<file path="config.mk">
export PLATFORM = sky130hd
export DESIGN_NAME = gnms_cfg
export DESIGN_NICKNAME = d
export VERILOG_FILES = /design/src/rtl/gnms_pkg.sv /design/src/rtl/gnms_cfg.sv
export SDC_FILE = /design/constraint.sdc
export NUM_CORES = 1
export LEC_CHECK = 0
export ABC_AREA = 1
export BUFFER_PORTS_ARGS = -buffer_cell sky130_fd_sc_hd__buf_2
export CAP_MARGIN = 20
export CORE_MARGIN = 5
export CORE_UTILIZATION = 43
export DETAILED_ROUTE_END_ITERATION = 10
export GPL_TIMING_DRIVEN = 0
export PLACE_DENSITY_LB_ADDON = 0.12
export SLEW_MARGIN = 20
export SYNTH_ARGS = -nofsm -noshare
export SYNTH_HDL_FRONTEND = slang
export SYNTH_SLANG_ARGS = --single-unit
</file>
<file path="constraint.sdc">
create_clock -name clk_i -period 0.8 [get_ports clk_i]
set_input_delay 0.12 -clock clk_i [delete_from_list [all_inputs] [get_ports clk_i]]
set_output_delay 0.12 -clock clk_i [all_outputs]
set_load 0.02 [all_outputs]
</file>
<file path="src/rtl/gnms_pkg.sv">
// Package for the greedy non-maximum suppression block: types, constants and codes.
package gnms_pkg;

  localparam int unsigned DefMaxRows     = 64;
  localparam int unsigned DefMaxCols     = 64;
  localparam int unsigned DefMaxSelected = 64;

  localparam int unsigned CfgIdxW  = 3;
  localparam int unsigned CfgDataW = 7;

  typedef enum logic [CfgIdxW-1:0] {
    REG_FRAME_ROWS    = 3'd0,
    REG_FRAME_COLS    = 3'd1,
    REG_MAX_POINTS    = 3'd2,
    REG_WINDOW_RADIUS = 3'd3,
    REG_COORD_OFFSET  = 3'd4
  } reg_idx_e;

  typedef struct packed {
    logic signed [31:0] response;
    logic               frame_end;
  } pixel_t;

  typedef struct packed {
    logic               found;
    logic [6:0]         point_row;
    logic [6:0]         point_col;
    logic signed [31:0] point_response;
    logic               last_point;
  } point_t;

  typedef struct packed {
    logic [6:0] frame_rows;
    logic [6:0] frame_cols;
    logic [6:0] max_points;
    logic [3:0] window_radius;
    logic [4:0] coord_offset;
  } cfg_t;

  typedef enum logic [2:0] {
    ST_LOAD,
    ST_CLEAR,
    ST_START,
    ST_SCAN,
    ST_EMIT,
    ST_MARK,
    ST_DONE
  } state_e;

endpackage

</file>
<file path="src/rtl/gnms_cfg.sv">
// Configuration register file for the suppression block.
module gnms_cfg
  import gnms_pkg::*;
(
  input  logic                clk_i,
  input  logic                rst_ni,
  input  logic                we_i,
  input  logic [CfgIdxW-1:0]  idx_i,
  input  logic [CfgDataW-1:0] data_i,
  output cfg_t                cfg_o
);

  cfg_t cfg_q;

  always_ff @(posedge clk_i or negedge rst_ni) begin
    if (!rst_ni) begin
      cfg_q.frame_rows    <= 7'd64;
      cfg_q.frame_cols    <= 7'd64;
      cfg_q.max_points    <= 7'd64;
      cfg_q.window_radius <= 4'd1;
      cfg_q.coord_offset  <= 5'd0;
    end else if (we_i) begin
      unique case (idx_i)
        REG_FRAME_ROWS:    cfg_q.frame_rows    <= data_i;
        REG_FRAME_COLS:    cfg_q.frame_cols    <= data_i;
        REG_MAX_POINTS:    cfg_q.max_points    <= data_i;
        REG_WINDOW_RADIUS: cfg_q.window_radius <= data_i[3:0];
        REG_COORD_OFFSET:  cfg_q.coord_offset  <= data_i[4:0];
        default: ;
      endcase
    end
  end

  assign cfg_o = cfg_q;

endmodule
</file>
==> summary.md, run 1 <==
| Metric | Value |
|---|---|
| Result of the run | complete, but fails checks |
| Violations in the final reports | negative hold slack, negative setup slack |
| Clk network pwr share | 0.228 |
| Total global-route track usage | 0.176 |
| Accumulated negative setup slack | -6020 ps |
| Required time reported for the critical path endpoint | 680 ps |
| Worst hold-check path type | input pin to async pin |
| Worst path setup slack after routing | -304 ps |
| Net switching power figure | 1.52 mW |
| Number of placement rows | 19 |
| Fraction of final layout cells sized beyond drive strength 1 | 0.408 |
| Power density normalized to cell area | 2540 nW/um2 |
| Max-slew violations | 0 |
| VDD IR max | 0.00209 V |
| Overall die width | 63.8 um |
| Largest driver fanout on the critical path | 2 |
| Start point of the critical path | cfg_o[29] |
| Chip Height | 63.8 um |
| Vias in the first global route | about 1200 |
| Met1 usage in global routing | 0.210 |
| Register-to-register setup slack | -70 ps |
| Count of warnings emitted by yosys | 0 |
| Endpoints failing hold | 26 |
| Grt met2 use | 0.286 |
| CTS H-tree lvls | 2 |
| Max FFs per register | 30 |
| Worst-Skew Late Latency | between 300 and 400 ps |
| Setup-violating endpoint count in the final report | 33 |
| Flop and latch count out of synthesis | 30 |
| Largest buffer count on any clock path | 2 |
| Final #Nets | 218 |
| # port buffers | 42 |
| R2R cell count | 4 |
| Average instance area after synthesis | ~9 um2 |
| Crit-path slowest cell | dfstp_2 |
| Worst slack at placement | -212 ps |
| Wire length of the first global-routing pass | 5560 um |
| Number of unique standard cell types used by synthesis | 13 |
| Total standard cell area after synthesis | 1240 um2 |
| Clock tree skew after final layout | 0 ps |
| Count of max-cap constraint violations | 0 |
| Critical path class | flop to output port |
| Count of antenna-violating nets left after detailed routing | 0 |
| Maximum number of pins on one net before global-route repair | 31 |
| Critical path launch point type | flop |
| Number of sinks driven by the clock tree | 30 |
| Comb pwr share | 0.349 |
| Vias per inst | between 4 and 5 |
| Most used routing layer in global routing | met2 |
| Initial DRC Count | 43 |
| Final RePlAce weighted congestion | 0.817 |
| Antenna violations before repair | 0 |
| Post-synthesis to final-layout area growth | 52.3% |
| Endpoint of the most critical register-to-register path | cfg_o[2] |
| Worst path top cell family by delay | flip-flops |
| Leading area contributor after synthesis | dfrtp_1 |
| Leakage | 1.04 nW |
| Source of the worst register-to-register timing path | cfg_o[2] |
| Worst endpoint data arrival time | 980 ps |
| Final critical-path share of the clock period | 1.38 |
| Synthesized netlist net count | 153 |
| Commonest cells after routing, fill and taps aside | nand2_1, buf_6, nand3_1 |
| Design internal power | 3.30 mW |
| Overall die area | 4070 um2 |
| Vias after detailed routing | 1144 |
| Placeable core region | 2760 um2 |
| Post-detailed-routing wire length | 3220 um |
| Share of synthesized area occupied by flip-flops and latches | 0.607 |
| Met3 routing resource usage after global routing | 0.0455 |
| Clock buffers created by TritonCTS | 5 |
| Dpl hpwl | between 2000 and 2500 um |
| Clk pin slew, worst setup/hold paths | about 90 ps |
| Drt first pass iters | 4 |
| Largest cells by area after synthesis | dfrtp_1, nand2_1, nand3_1 |
| Area share of the largest cell type after synthesis | 0.523 |
| Slew headroom | 0.563 |
| Clock period minus final worst setup slack | 1100 ps |
| Global-route congestion overflow total | 0 |
| Starting utilization of the core area | 0.451 |
| Unrepaired setup endpoints after global routing | yes |
| Clk root buf | clkbuf_4 |
| Remaining routing DRC violations | 0 |
| Crit-path cells | buf_6 |
| Total buffers and inverters traversed by the critical path | 1 |
| Kind of end point of the critical path | output port |
| Routed len/inst | 13.6 um |
| Sw Share | 0.315 |
| WHS | -181 ps |
| Fmax | 906 MHz |
| Number of antenna diodes | 0 |
| Most common library cell in the layout ignoring fill and taps | nand2_1 |
| Clock tree from TritonCTS | yes |
| Ports | 43 |
| Worst slew pin tran | 655 ps |
| Count of mapped cells out of synthesis | 140 |
| Sequential cell fraction of total power | 0.423 |
| Longest individual stage delay on the worst path | 550 ps |
| Worst path depth | 1 |
## power by group through the flow
stage                     clock, mW  sequential [mW]  combinational [mW]
after global placement            0             1.98                1.10
after detailed placement          0             2.00                1.11
after global routing           1.23             2.08                1.83
final                          1.10             2.04                1.68
after floorplan                   0             2.36               0.290
after CTS                      1.14             2.03                1.57
## metrics by stage
| stage | total power [mW] | instances | util | hold slack [ps] | area [um2] |
|---|---|---|---|---|---|
| final | 4.82 | 237 | 0.687 | -181 | 1900 |
| after global routing | 5.13 | 237 | 0.687 | -140 | 1900 |
| after CTS | 4.75 | 230 | 0.663 | -171 | 1830 |
| after detailed placement | 3.11 | 213 | 0.542 | 194 | 1490 |
| after global placement | 3.08 | 213 | 0.542 | 175 | 1490 |
| after floorplan | 2.65 | 140 | - | -176 | 1240 |
## layer usage
metal	part of all wire	up-vias	routed length [um]
met5	0	-	0
met2	0.51	39	1640
met4	0.018	0	59
met3	0.061	7	195
met1	0.41	526	1320
li1	-	572	-
## cell type report
type	instances	area, um2
fill	236	862
sequential	30	756
timing repair buffer	58	526
multi-input combinational	101	447
clock buffer	8	78.8
tap	31	38.8
buffer	4	31.3
inverter	5	18.8
## worst register-to-register path, stage by stage, from the launching register on
cell and delay (ps):
dfrtp_1 410, buf_4 140, buf_4 120, nand2_1 50, nand2_1 50
## synthesized netlist by cell type
| cell | instances |
|---|---|
| nand3_1 | 30 |
| buf_6 | 1 |
| nor2_2 | 1 |
| buf_2 | 1 |
| nand2_2 | 2 |
| dfstp_2 | 4 |
| nand2_1 | 65 |
| dfrtp_1 | 26 |
| nor2_4 | 2 |
| inv_2 | 2 |
| nor2_1 | 1 |
| inv_1 | 3 |
| buf_4 | 2 |
## logic make-up after synthesis
| family | Yosys count | synth area share |
|---|---|---|
| and+or+nand+nor | 101 | 0.353 |
| DFF | 30 | 0.607 |
| buffers and inverters | 9 | 0.0402 |
## repair_timing
| item | CTS | global route |
|---|---|---|
| hold endpoints to repair | 26 | 26 |
| gates cloned | 0 | 0 |
| setup endpoints to repair | 30 | 32 |
| pin swaps | 0 | 2 |
| resized for setup | 60 | 5 |
| setup buffers | 9 | 8 |
## worst max-delay path by stage
stage | to | slack [ps]
2_1_floorplan | cfg_o[23] | 30
3_3_place_gp | cfg_o[24] | -200
3_5_place_dp | cfg_o[27] | -210
4_1_cts | cfg_o[29] | -330
5_1_grt | cfg_o[22] | -360
6_report | cfg_o[29] | -300
Power figures use the tool's default switching activity.
==> run 2, diff against run 1 <==
SKIP_CTS_REPAIR_TIMING = 1   (was not set)
==> run 2 against run 1 <==
The flow still finishes with violations (negative hold slack, negative setup slack). Clock-buffer cell count did not move. Sequential cell count did not move. Combinational power fell by 5%. Power fell by 1.5%. Final area fell by 2.4%. Final cell count fell by 1.7%. Non-clock buffer count fell by 4. Largest power group unchanged.
==> summary.md, run 2 (synthesis gave the netlist of run 1 again) <==
| Metric | Value |
|---|---|
| Crit-path cells | buf_6 |
| Final #Nets | 214 |
| Worst path top cell family by delay | flip-flops |
| Longest individual stage delay on the worst path | 550 ps |
| Overall power after layout | 4.75 mW |
| Max FFs per register | 30 |
| R2R cell count | 3 |
| Most common library cell in the layout ignoring fill and taps | nand2_1 |
| Max-slew violations | 0 |
| Crit-path slowest cell | dfstp_2 |
| Unrepaired setup endpoints after global routing | yes |
| Violations in the final reports | negative hold slack, negative setup slack |
| Start point of the critical path | cfg_o[29] |
| VDD IR max | 0.00210 V |
| Largest driver fanout on the critical path | 2 |
| Result of the run | complete, but fails checks |
| Source of the worst register-to-register timing path | cfg_o[21] |
| Worst slack at placement | -212 ps |
| Fraction of final layout cells sized beyond drive strength 1 | 0.381 |
| Clk root buf | clkbuf_4 |
| CTS H-tree lvls | 2 |
| Clock buffers created by TritonCTS | 5 |
| Maximum number of pins on one net before global-route repair | 31 |
| Capturing element of the worst setup path | cfg_o[29] |
| Number of placement rows | 19 |
| Leakage | between 1 and 1.5 nW |
| Antenna violations before repair | 0 |
| Clock period minus final worst setup slack | 1110 ps |
| Clock tree skew after final layout | 0 ps |
| Worst path depth | 1 |
| Endpoints failing hold | 26 |
| Vias in the first global route | about 1200 |
| Accumulated negative setup slack | -6110 ps |
| Number of antenna diodes | 0 |
| Dpl hpwl | 2170 um |
| # port buffers | 42 |
| Critical path launch point type | flop |
| Vias per inst | 4.91 |
| Ports | 43 |
| Total buffers and inverters traversed by the critical path | 1 |
| Initial DRC Count | 63 |
| Wire length of the first global-routing pass | 5270 um |
| Worst-Skew Late Latency | 330 ps |
| Post-detailed-routing wire length | 3150 um |
| Critical path class | flop to output port |
| Clk pin slew, worst setup/hold paths | 90 ps |
| Worst slew pin tran | 656 ps |
| Count of antenna-violating nets left after detailed routing | 0 |
| Total global-route track usage | 0.166 |
| Final RePlAce weighted congestion | between 0.8 and 0.9 |
| Worst hold-check path type | input pin to async pin |
| Setup-violating endpoint count in the final report | 30 |
| Fmax | 898 MHz |
| Clock tree from TritonCTS | yes |
| Commonest cells after routing, fill and taps aside | nand2_1, buf_6, nand3_1 |
| Overall die width | 63.8 um |
| Vias after detailed routing | 1144 |
| Placeable core region | 2760 um2 |
| Power density normalized to cell area | 2570 nW/um2 |
| Area of all placed cells without fillers | 1850 um2 |
| Starting utilization of the core area | 0.451 |
| Worst path setup slack after routing | -313 ps |
| Worst endpoint data arrival time | 990 ps |
| Drt first pass iters | 6 |
| Chip Height | 63.8 um |
| Routed len/inst | 13.5 um |
| Global-route congestion overflow total | 0 |
| Final critical-path share of the clock period | 1.39 |
| Post-synthesis to final-layout area growth | 48.6% |
| Count of max-cap constraint violations | 0 |
| Overall die area | 4070 um2 |
| Largest buffer count on any clock path | 2 |
| Post-place instance area | 1490 um2 |
| Kind of end point of the critical path | output port |
| Required time reported for the critical path endpoint | 680 ps |
| Slew headroom | 0.563 |
| WHS | -192 ps |
| Register-to-register setup slack | about 50 ps |
| Number of sinks driven by the clock tree | 30 |
| Remaining routing DRC violations | 0 |
| Endpoint of the most critical register-to-register path | cfg_o[21] |
-- run 2: cell types whose count changed in the layout (fill, tap and decap cells not counted) --
cell	delta
buf_4	-2
buf_6	-2
nand2_1	+3
nand2_2	-3
-- run 2: per-layer routing --
layer,vias up,track usage,wire length [um]
li1,568,-,-
met1,522,0.195,1270
met2,44,0.270,1570
met3,10,0.0455,218
met4,0,0.0987,85
met5,-,0,0
-- run 2: area by class of cell --
class	count	area, um2
sequential	30	756
timing repair buffer	54	488
fill	238	907
buffer	4	31.3
clock buffer	8	78.8
multi-input combinational	101	439
tap	31	38.8
inverter	5	18.8
-- run 2: worst register-to-register path, cell delays in order, from the launching register on --
cell,delay (ps)
dfrtp_1,410
buf_4,140
nand2_1,50
nand2_1,50
-- run 2: stage by stage --
| step | utilization | instances |
|---|---|---|
| floorplan | - | 140 |
| global placement | 0.542 | 213 |
| detailed placement | 0.542 | 213 |
| CTS | 0.570 | 221 |
| global route | 0.671 | 233 |
| finish | 0.671 | 233 |
-- run 2: worst min-delay path by stage --
stage / slack [ps] / depth (start not counted) / startpoint / end
after detailed placement: 190 / 1 / rst_ni / cfg_o[18]
after global routing: -140 / 1 / rst_ni / cfg_o[27]
final: -190 / 1 / rst_ni / cfg_o[18]
after floorplan: -180 / 0 / rst_ni / cfg_o[0]
after CTS: -170 / 1 / rst_ni / cfg_o[28]
after global placement: 170 / 1 / rst_ni / cfg_o[20]
-- run 2: report_power, final --
part	leakage, nW	switching [mW]	total [mW]	internal, mW
clock	0.0446	0.514	1.11	0.600
combinational	0.609	0.788	1.60	0.812
sequential	0.369	0.207	2.04	1.83
total	1.02	1.51	4.75	3.24
